File: config.mk
export PLATFORM = sky130hd
export DESIGN_NAME = igsf_ctrl
export DESIGN_NICKNAME = d
export VERILOG_FILES = /design/src/hdl/igsf_pkg.sv /design/src/hdl/igsf_ctrl.sv
export SDC_FILE = /design/constraint.sdc
export NUM_CORES = 1
export LEC_CHECK = 0
export BUFFER_PORTS_ARGS = -buffer_cell sky130_fd_sc_hd__buf_4
export CORE_AREA = 2 2 39 41
export CTS_BUF_LIST = sky130_fd_sc_hd__clkbuf_4
export DETAILED_ROUTE_END_ITERATION = 8
export DIE_AREA = 0 0 41 43
export SETUP_SLACK_MARGIN = 0.15
export SKIP_LAST_GASP = 1
export SYNTH_ARGS = -nofsm -noshare
export SYNTH_HDL_FRONTEND = slang
export SYNTH_SLANG_ARGS = --single-unit
File: constraint.sdc
create_clock -name clk_i -period 2.5 [get_ports clk_i]
set_input_delay 0.5 -clock clk_i [delete_from_list [all_inputs] [get_ports clk_i]]
set_output_delay 0.5 -clock clk_i [all_outputs]
set_load 0.01 [all_outputs]
File: src/hdl/igsf_pkg.sv
`default_nettype none

package igsf_pkg;

  // Fixed field widths of the request and response.
  localparam int MODE_W   = 2;
  localparam int IDX_IN_W = 10;
  localparam int CPL_IN_W = 16;
  localparam int ENERGY_W = 40;
  localparam int FIELD_W  = 32;

  // Default sizing.
  localparam int SITES_DEF         = 256;
  localparam int COUPLING_BITS_DEF = 16;

  typedef enum logic [MODE_W-1:0] {
    MODE_LOAD = 2'd0,
    MODE_SET  = 2'd1,
    MODE_EVAL = 2'd2,
    MODE_FLIP = 2'd3
  } mode_e;

  typedef struct packed {
    logic [MODE_W-1:0]          mode;
    logic [IDX_IN_W-1:0]        row_index;
    logic [IDX_IN_W-1:0]        col_index;
    logic signed [CPL_IN_W-1:0] coupling_value;
    logic [IDX_IN_W-1:0]        site_index;
    logic                       spin_value;
  } req_t;

  typedef struct packed {
    logic signed [ENERGY_W-1:0] energy;
    logic signed [FIELD_W-1:0]  local_field;
    logic                       flipped;
  } rsp_t;

  // Controller to datapath.
  typedef struct packed {
    logic clr;
    logic take;
    logic wr_cpl;
    logic wr_spin;
    logic rd_site;
    logic sweep;
    logic finish;
    logic update;
    logic reply;
  } ctl_cmd_t;

  // Datapath to controller.
  typedef struct packed {
    mode_e mode;
    logic  site_ok;
    logic  clr_last;
    logic  sweep_last;
    logic  pipe_busy;
    logic  out_free;
  } dp_sts_t;

endpackage

`default_nettype wire

File: src/hdl/igsf_ctrl.sv
`default_nettype none

module igsf_ctrl (
  input  logic               clk_i,
  input  logic               rst_ni,
  input  logic               in_valid_i,
  output logic               in_stall_o,
  input  igsf_pkg::dp_sts_t  sts_i,
  output igsf_pkg::ctl_cmd_t cmd_o
);

  typedef enum logic [2:0] {
    ST_CLEAR,
    ST_IDLE,
    ST_DISPATCH,
    ST_SWEEP,
    ST_DRAIN,
    ST_FINISH,
    ST_UPDATE,
    ST_REPLY
  } state_e;

  state_e state_q, state_d;
  logic   stall_q;

  always_comb begin
    state_d = state_q;
    cmd_o   = '0;
    unique case (state_q)
      ST_CLEAR: begin
        cmd_o.clr = 1'b1;
        if (sts_i.clr_last) begin
          state_d = ST_IDLE;
        end
      end
      ST_IDLE: begin
        if (in_valid_i) begin
          cmd_o.take = 1'b1;
          state_d    = ST_DISPATCH;
        end
      end
      ST_DISPATCH: begin
        unique case (sts_i.mode)
          igsf_pkg::MODE_LOAD: begin
            cmd_o.wr_cpl = 1'b1;
            state_d      = ST_REPLY;
          end
          igsf_pkg::MODE_SET: begin
            cmd_o.wr_spin = 1'b1;
            state_d       = ST_REPLY;
          end
          igsf_pkg::MODE_EVAL: begin
            state_d = ST_SWEEP;
          end
          igsf_pkg::MODE_FLIP: begin
            if (sts_i.site_ok) begin
              cmd_o.rd_site = 1'b1;
              state_d       = ST_SWEEP;
            end else begin
              state_d = ST_REPLY;
            end
          end
        endcase
      end
      ST_SWEEP: begin
        cmd_o.sweep = 1'b1;
        if (sts_i.sweep_last) begin
          state_d = ST_DRAIN;
        end
      end
      ST_DRAIN: begin
        if (!sts_i.pipe_busy) begin
          state_d = ST_FINISH;
        end
      end
      ST_FINISH: begin
        cmd_o.finish = 1'b1;
        if (sts_i.mode == igsf_pkg::MODE_FLIP) begin
          state_d = ST_UPDATE;
        end else begin
          state_d = ST_REPLY;
        end
      end
      ST_UPDATE: begin
        cmd_o.update = 1'b1;
        state_d      = ST_REPLY;
      end
      ST_REPLY: begin
        if (sts_i.out_free) begin
          cmd_o.reply = 1'b1;
          state_d     = ST_IDLE;
        end
      end
    endcase
  end

  always_ff @(posedge clk_i or negedge rst_ni) begin
    if (!rst_ni) begin
      state_q <= ST_CLEAR;
      stall_q <= 1'b1;
    end else begin
      state_q <= state_d;
      stall_q <= (state_d != ST_IDLE);
    end
  end

  assign in_stall_o = stall_q;

endmodule

`default_nettype wire

Word-level counts from Yosys, hierarchy flattened
Cells that the tools add are included.
{"block": "classes", "n_shift": 0, "bitwise_logic": 0, "n_eq_ne": 11, "add_sub_neg": 0, "n_reduce_logical": 3, "mux": 22, "mul": 0, "div_mod_pow": 0, "n_lt_le_gt_ge": 0}
{"cell": "$pmux W3 S8", "n": 1}
{"cell": "$mux W3", "n": 7}
{"cell": "$mux W1", "n": 13}
{"cell": "$eq A3 B3 Y1 const B", "n": 4}
{"cell": "$pmux W3 S3", "n": 1}
{"cell": "$eq A3 B2 Y1 const B", "n": 2}
{"cell": "$eq A2 B2 Y1 const B", "n": 2}
{"cell": "$eq A3 B1 Y1 const B", "n": 1}
{"cell": "$logic_not A3 Y1", "n": 1}
{"cell": "$ne A3 B1 Y1 const B", "n": 1}
{"cell": "$eq A2 B1 Y1 const B", "n": 1}
{"cell": "$logic_not A2 Y1", "n": 1}
{"cell": "$reduce_or A2 Y1", "n": 1}
{"block": "word_totals", "out_inout_bits": 10, "n_memories": 0, "mem_bits_rw": 0, "register_bits": 4, "input_bits": 10, "mem_bits_ro": 0, "latchBits": 0, "wordCells": 38}

Logic depth before layout (Yosys ltp)
Gate-level depths: netlist of run 1.
{"block": "depth", "depth_word": 5, "mapped_depth": 5, "depth_no_buf": 4}

Worst setup path before layout of run 1
OpenSTA, ideal clock, no wires.
{"block": "synth_timing", "path_kind": "reg2out", "startpoint": "register state_q[0]", "endpoint": "output port cmd_o[5] (netlist name)", "t_required_ns": 2.000, "path_stages_with_launch": 4, "n_path_buf": 0, "arrival_ns": 1.133, "setup_slack_ns": 0.867, "path_cell_list": "dfrtp_1 -> inv_1 -> nand2_1 -> nor4b_1"}
{"element": "from (decl)", "line_no": "igsf_ctrl.sv:23", "rtl": "state_e state_q, state_d;"}
{"element": "from (signal assigned)", "line_no": "igsf_ctrl.sv:102", "rtl": "state_q <= state_d;"}
{"element": "to (decl)", "line_no": "igsf_ctrl.sv:9", "rtl": "output igsf_pkg::ctl_cmd_t cmd_o"}

==> results of run 1 <==
## layer usage
metal  wire length, um  part of all wire [%]  track usage, %  up-vias
met5                 0                     0               0        -
met3                54                   6.2            4.71        0
li1                  -                     -               -      183
met1               369                    43            14.6      168
met4                 0                     0            2.00        0
met2               443                    51            18.8        8
## worst paths after layout
kind	end	slack (ns)	depth (start not counted)
worst max-delay path	cmd_o[5]	0.54	4
max in group asynchronous	in_stall_o$_DFF_PN1_	2.26	1
worst min register to register	state_q[0]$_DFF_PN0_	0.66	2
min in group clk_i	state_q[2]$_DFF_PN0_	0.59	3
worst min-delay path	state_q[0]$_DFF_PN0_	0.04	1
worst max register to register	in_stall_o$_DFF_PN1_	1.18	4
## state kept, by name, indices dropped and copies added, names as in the netlist
name,cells
state_q,3
in_stall_o,1
## kinds of logic (layout without fill, tap and decap cells)
group | after synthesis | in the layout
buffers and inverters | 5 | 26
DFF | 4 | 4
AOI/OAI and AO/OA | 7 | 7
and+or+nand+nor | 23 | 23
## worst max-delay path: cells and delay by family (launching register included)
kind / cells / cell delay [ns]
simple gates: 2 / 0.44
flops: 1 / 0.41
buf+inv: 2 / 0.36
## layout make-up
| cell class | count | area [sq um] |
|---|---|---|
| Sequential cell | 4 | 101 |
| Fill cell | 157 | 901 |
| Inverter | 3 | 11.3 |
| Clock buffer | 4 | 30.0 |
| Timing Repair Buffer | 19 | 143 |
| Tap cell | 16 | 20.0 |
| Multi-Input combinational cell | 30 | 178 |
## cells in the final DEF, fill, tap and decap left out
master | synthesis | final
dfrtp_1 | 3 | 3
nor2_4 | 1 | 1
o211ai_1 | 1 | 1
nor4b_1 | 1 | 1
a21boi_1 | 1 | 1
nor2b_1 | 1 | 1
clkbuf_4 | 0 | 4
nand4b_1 | 2 | 2
nor4_1 | 1 | 1
dfstp_2 | 1 | 1
a211oi_1 | 1 | 1
o22a_1 | 1 | 1
buf_4 | 0 | 19
nor3_1 | 4 | 4
nor2_1 | 4 | 4
nand3_1 | 3 | 3
nand2b_1 | 2 | 2
o21ai_1 | 1 | 1
nand2_1 | 4 | 4
inv_1 | 3 | 3
o2111ai_1 | 1 | 1
a21oi_1 | 1 | 1
## power groups by stage
| stage | logic (mW) | clock network (mW) | registers, mW |
|---|---|---|---|
| 6_report | 0.270 | 0.101 | 0.164 |
| 5_1_grt | 0.303 | 0.109 | 0.178 |
| 4_1_cts | 0.274 | 0.105 | 0.166 |
| 3_5_place_dp | 0.273 | 0 | 0.167 |
| 3_3_place_gp | 0.269 | 0 | 0.163 |
| 2_1_floorplan | 0.215 | 0 | 0.127 |
==> impl_metrics.ini, run 1 <==
[clock_network]
cts.repair.resized = 0
numCtsBuffers = 3
cts_max_level = 1
clk_pin_slew_ns = 0.05
root_buffer = clkbuf_4
hold_buffers = 0
clkLatencyLatePin_ns = 0.24
clockBufferDepth = 2
cts.sinks = 4
cts_tree = built
cts_setup_buffers = 0

[drt]
wl_um = 866
first_pass_iters = 3
num_vias = 359
ant_nets = 0
routedWlPerCell_um = 11.4
vias_per_cell = 4.72
post-route-drc-count = 0
dr.first_iter.drc_count = 3

[critical_path]
cpPeakStageDelay_ns = 0.41
critical_path_class = reg -> out
critPathArrivalTime_ns = 1.46
cp.required_ns = 2.00
r2r_start = state_q[2]$_DFF_PN0_
cp-startpoint = state_q[0]$_DFF_PN0_
start_kind = flip-flop
path_max_fanout = 7
end_kind = output port
slowest_stage = dfrtp_1
path_cells = inv_1 -> nand2_1 -> nor4b_1 -> buf_4

[yosys]
netlist.top_cell.by_area = dfrtp_1
synth_edf_count = 0
synth_common_cells = nand2_1, nor2_1, nor3_1
syn_area_sq_um = 307
synth_top_family_by_area = simple AND/OR/NAND/NOR gates
synth_top_cell_area_share_pct = 24.5
synth-xor-area-share_pct = 0
yosys-top-cells-area = dfrtp_1, dfstp_2, nor3_1
async_flop_share_pct = 100
synth_fp_nets = 49
post_synth_mux_area_share_pct = 0
synth_ff_type = dfrtp_1
ys_ff_latch = 4
synthCells = 39
yosys.area_share.simple_pct = 41.6
yosysWarnings = 0
synth-compound-area-share_pct = 16.3
ys_types = 22
syn_area_per_cell_sq_um = 7.86
seq_area_frac_synth_pct = 33.1
synth_adder_area_share_pct = 0

[sta]
hold-worst-slack_ns = 0.0404
worst_slew_pin_slew_ns = 0.392
setup_viol = 0
rsz0062_at_grt = false
tns_ns = 0
finalCritPeriodShare_pct = 78.3
hold_viol = 0
fmax_ghz = 0.511
fin_ws_ns = 0.542
fin_skew_ns = 0.0104
maxSlewViolCount = 0
finalCriticalPeriod_ns = 1.96
relSlewSlack_pct = 73.9

[placement]
post-place-ws_ns = 0.790
hpwlAfterDp_um = 683
portBuffers = 19
place_area_sq_um = 453
place_inst = 72
place_congestion = 0.768

[final_layout]
area_growth_syn_to_layout_pct = 57.6
final_area_sq_um = 483
layout.nets = 71
fin_cells = 76
diodes = 0
final_util_pct = 34.9
drive_gt1_share_pct = 41.7

[floorplan]
die_h_um = 43
die_area_sq_um = 1760
initial_core_util_pct = 22.2
rows = 14
coreArea_sq_um = 1380
io_pins = 20
die_x_um = 41

[global_routing]
grt_overflow_total = 0
grt_pass1_vias = 351
grt_pass1_wl_mm = 1.46
track_usage_pct = 11.8
grt_antenna_before_repair = 0
grt_max_degree = 14

[power]
power.share.clock_pct = 18.9
p_sw_share_pct = 43.1
p_leak_nw = 0.227
power.total_mw = 0.536
seqPwrFrac_pct = 30.6
vdd_drop_max_mv = 0.296
p_int_mw = 0.305
power_density_nw_per_um2 = 1110
combPwrFrac_pct = 50.5
power_switching_mw = 0.231

[run]
cap_viol_max_count = 0

[outcome]
outcome = complete, no violations

[hold_path]
hold_class = in -> async
Power figures use the tool's default switching activity.
==> run 2: changes to the inputs <==
ABC_AREA = 1   (was not set)
clock period = 1.7 ns   (was 2.5 ns; I/O delays follow)
==> run 2 against run 1 <==
Synthesized cell count up 44%. Highest routed layer unchanged. Area after synthesis increased by 29%. Power grew 130%. Largest power group unchanged. Sequential power is 33% higher. Utilization increased by 15 points.
==> impl_metrics.ini, run 2 <==
[yosys]
seq_area_frac_synth_pct = 25.6
syn_area_per_cell_sq_um = 7.08
synth_edf_count = 0
synth_fp_nets = 66
async_flop_share_pct = 100
yosysWarnings = 0
yosys-top-cells-area = dfrtp_1, inv_1, nand2_1
synthCells = 56
synth_common_cells = inv_1, nand2_1, nor2_1, nor3_1
ys_ff_latch = 4
syn_area_sq_um = 397
netlist.top_cell.by_area = dfrtp_1
synth_ff_type = dfrtp_1
synth_top_cell_area_share_pct = 18.9
ys_types = 20

[final_layout]
layout.nets = 97
largest_register_ffs = 3
layout_common_cells = buf_4, inv_1, nand2_1
regMostFlops = state_q
fin_cells = 102
drive_gt1_share_pct = 64.0
multiInputGateArea_sq_um = 251
seq_area_sq_um = 104
diodes = 0
final_area_sq_um = 687
area_growth_syn_to_layout_pct = 73.2
nFillCells = 140
final_common_cell = buf_4

[drt]
routedWlPerCell_um = 10.1
wl_mm = 1.03
first_pass_iters = 4
post-route-drc-count = 0
ant_nets = 0
num_vias = 449
vias_per_cell = 4.40
dr.first_iter.drc_count = 5

[sta]
finalCriticalPeriod_ns = 1.56
rsz0062_at_grt = true
setup_viol = 0
maxSlewViolCount = 0
worst_slew_pin_slew_ns = 0.201
fin_skew_ns = 0.00336
relSlewSlack_pct = 86.5
hold_viol = 0
fmax_ghz = 0.642
tns_ns = 0
finalCritPeriodShare_pct = 91.6

[global_routing]
use_met2_pct = 18.8
use_met3_pct = 2.09
gr-max-usage-layer = met2
grt_max_degree = 9
track_usage_pct = 11.8
grt_overflow_total = 0
grt_antenna_before_repair = 0
grt_util_met1_pct = 15.3
grt_pass1_wl_mm = 1.46
grt_pass1_vias = 402

[critical_path]
slowest_stage = dfrtp_2
path_max_fanout = 5
cp.required_ns = 1.36
critical_path_class = reg -> out
crit_family = flip-flops
start_kind = flip-flop
cpPeakStageDelay_ns = 0.45
worst-path-buf-inv = 3
critPathArrivalTime_ns = 1.22
end_kind = output port
path_cells = buf_12 -> inv_6 -> nor2_4 -> nand2_2 -> nor2_2 -> buf_4

[placement]
hpwlAfterDp_um = 709
place_congestion = 0.848
place_area_sq_um = 544
place_inst = 90
portBuffers = 19

[floorplan]
io_pins = 20
coreArea_sq_um = 1380
die_x_um = 41
rows = 14
initial_core_util_pct = 28.7
die_h_um = 43
die_area_sq_um = 1760

[outcome]
outcome = complete, no violations

[run]
cap_viol_max_count = 0

[power]
p_leak_nw = 0.356
vdd_drop_max_mv = 1.09
power.total_mw = 1.25
power_density_nw_per_um2 = 1810

[clock_network]
clockBufferDepth = 2
numCtsBuffers = 3
cts.sinks = 4
root_buffer = clkbuf_4
clk_pin_slew_ns = 0.04
clkLatencyLatePin_ns = 0.23
cts_tree = built
cts_max_level = 1

[hold_path]
hold_class = in -> reg
## run 2: area by class of cell
type,instances,area share [%]
timing repair buffer,28,33.9
inverter,11,7.10
sequential,4,15.1
tap,16,2.91
clock buffer,4,4.37
multi-input combinational,39,36.6
## run 2: logic make-up after synthesis
logic type / count (synthesis) / share of synthesized area [%]
AOI/OAI and AO/OA: 4 / 6.31
DFF: 4 / 25.6
and+or+nand+nor: 35 / 51.4
buffers and inverters: 13 / 16.7
## run 2: stage by stage
stage	utilization, %	hold WS [ns]	worst slack, ns
after CTS	47.6	0.387	0.152
after floorplan	-	0.0444	0.322
after global placement	39.3	0.137	0.260
final	49.6	0.390	0.143
after global routing	49.6	0.394	0.0693
after detailed placement	39.3	0.139	0.238
## run 2: repair_timing
action / in CTS / in global routing
hold buffers: 1 / 0
gates resized for setup: 6 / 7
pin swaps: 0 / 1
endpoints found under the hold margin: 3 / 0
cloned: 0 / 0
setup endpoints to repair: 7 / 6
buffers inserted: 6 / 1
## run 2: final timing paths
kind	slack, ns	cells past startpoint	endpoint	from
worst max register to register	0.50	6	state_q[1]$_DFF_PN0_	state_q[1]$_DFF_PN0_
max in group asynchronous	1.06	2	in_stall_o$_DFF_PN1_	rst_ni
worst max-delay path	0.14	6	cmd_o[7]	state_q[0]$_DFF_PN0_
min in group asynchronous	0.44	2	state_q[0]$_DFF_PN0_	rst_ni
worst min-delay path	0.39	3	state_q[0]$_DFF_PN0_	sts_i[3]
worst min register to register	0.74	4	state_q[2]$_DFF_PN0_	state_q[1]$_DFF_PN0_
## run 2: power breakdown
group / total (mW) / switching (mW) / internal, mW / leakage, nW
Clock: 0.141 / 0.0372 / 0.104 / 0.0184
Combinational: 0.886 / 0.457 / 0.430 / 0.294
Sequential: 0.218 / 0.0668 / 0.151 / 0.0432
Total: 1.25 / 0.561 / 0.685 / 0.356
## run 2: worst register-to-register path: cells and delay by family (launching register included)
kind	cells	cell delay (ns)
AO/OA/AOI/OAI	1	0.06
buffers and inverters	3	0.34
flip-flops	1	0.43
AND/OR/NAND/NOR	2	0.25
## run 2: metal layers
metal  up-vias  part of all wire, %
met2        13                   55
li1        233                    -
met5         -                    0
met3         0                  5.0
met1       203                   40
met4         0                    0
==> run 3: changes to the inputs <==
GPL_TIMING_DRIVEN = 0   (was not set)
==> run 3 against run 2 <==
Cell area rose by 6.0%. Sequential cell count unchanged. Critical endpoint is now cmd_o[5]. Hold slack worse by 0.0047 ns. Critical path type unchanged. Largest cell class is now buffers. Register-to-register slack lost 0.17 ns. Highest routed layer unchanged. Clock-buffer cell count did not move.
==> impl_metrics.ini, run 3 (synthesized netlist as in run 2, its figures left out) <==
[outcome]
outcome = complete, no violations

[floorplan]
die_h_um = 43
io_pins = 20
rows = 14
die_x_um = 41
die_area_sq_um = 1760
coreArea_sq_um = 1380
initial_core_util_pct = 28.7

[sta]
hold_viol = 0
finalCritPeriodShare_pct = 89.4
worst_slew_pin_slew_ns = 0.201
relSlewSlack_pct = 86.5
tns_ns = 0
rsz0062_at_grt = true
fin_skew_ns = 0.0133
maxSlewViolCount = 0
fmax_ghz = 0.658
finalCriticalPeriod_ns = 1.52
setup_viol = 0

[drt]
post-route-drc-count = 0
num_vias = 471
vias_per_cell = 4.40
dr.first_iter.drc_count = 3
ant_nets = 0
wl_mm = 1.08
first_pass_iters = 4
routedWlPerCell_um = 10.1

[global_routing]
grt_max_degree = 10
grt_pass1_wl_mm = 1.73
grt_overflow_total = 0
grt_pass1_vias = 464
track_usage_pct = 14.1
grt_antenna_before_repair = 0

[placement]
place_congestion = 0.740
place_area_sq_um = 559
portBuffers = 19

[hold_path]
hold_class = in -> reg

[final_layout]
layout_common_cells = buf_4, nand2_1, inv_1
regMostFlops = state_q
seq_area_sq_um = 101
nFillCells = 128
final_area_sq_um = 728
area_growth_syn_to_layout_pct = 83.6
layout.nets = 102
diodes = 0
largest_register_ffs = 3
drive_gt1_share_pct = 67.0
final_common_cell = buf_4
multiInputGateArea_sq_um = 262

[clock_network]
cts_tree = built
numCtsBuffers = 3
cts_max_level = 1
root_buffer = clkbuf_4
cts.sinks = 4
clk_pin_slew_ns = 0.05
clkLatencyLatePin_ns = 0.24
clockBufferDepth = 2

[power]
p_leak_nw = 0.380
power_density_nw_per_um2 = 1830
vdd_drop_max_mv = 0.631

[run]
cap_viol_max_count = 0

[critical_path]
critical_path_class = reg -> out
end_kind = output port
start_kind = flip-flop
cp.required_ns = 1.36
path_max_fanout = 8
critPathArrivalTime_ns = 1.18
-- run 3: changes by cell type in the layout (fill, tap and decap cells not counted), sizes merged --
cell and change:
buf +5
-- run 3: per-layer routing --
metal	track usage [%]	share of wire [%]
met1	17.3	41
met2	22.5	53
met3	3.14	6.2
met4	6.00	0
met5	0	0
-- run 3: worst max-delay path, cell delays in order (launching register included) --
cell and delay, ns:
dfrtp_1 0.37, buf_6 0.15, nor2_4 0.13, inv_2 0.05, nor3_2 0.10, buf_4 0.14
-- run 3: metrics by stage --
stage          std cells  setup WS, ns  hold slack (ns)  util (%)  total power [mW]
5_1_grt              107         0.104            0.409      52.6              1.44
6_report             107         0.180            0.385      52.6              1.33
3_5_place_dp          91         0.219            0.138      40.4             0.903
3_3_place_gp          91         0.213            0.136      40.4             0.901
2_1_floorplan         56         0.322           0.0444         -             0.722
4_1_cts              102         0.126            0.390      47.5              1.19
-- run 3: path summary, 6_finish.rpt --
kind / startpoint / depth (start not counted) / slack [ns] / endpoint
min: sts_i[3] / 3 / 0.39 / state_q[0]$_DFF_PN0_
min reg2reg: state_q[1]$_DFF_PN0_ / 6 / 0.82 / state_q[0]$_DFF_PN0_
min in group asynchronous: rst_ni / 2 / 0.43 / state_q[0]$_DFF_PN0_
max reg2reg: state_q[1]$_DFF_PN0_ / 8 / 0.33 / state_q[1]$_DFF_PN0_
max: state_q[0]$_DFF_PN0_ / 5 / 0.18 / cmd_o[5]
max in group asynchronous: rst_ni / 2 / 1.06 / in_stall_o$_DFF_PN1_
-- run 3: cell type report --
cell class                 instances  area share (%)
buffer                             2            3.09
clock buffer                       4            4.12
inverter                          11            6.36
timing repair buffer              31            33.8
sequential                         4            13.9
multi-input combinational         39            35.9
tap                               16            2.75
-- run 3: where the power goes --
group	total, mW	switching [mW]	leakage (nW)	internal (mW)
combinational	1.01	0.526	0.317	0.487
sequential	0.171	0.0249	0.0451	0.146
clock	0.147	0.0432	0.0184	0.104
total	1.33	0.594	0.380	0.738
-- run 3: timing repair --
action,in CTS,in global routing
endpoints found under the hold margin,3,0
endpoints found under the setup margin,3,7
pin swaps,3,6
hold buffers,1,0
gates resized for setup,4,10
setup buffers,6,5
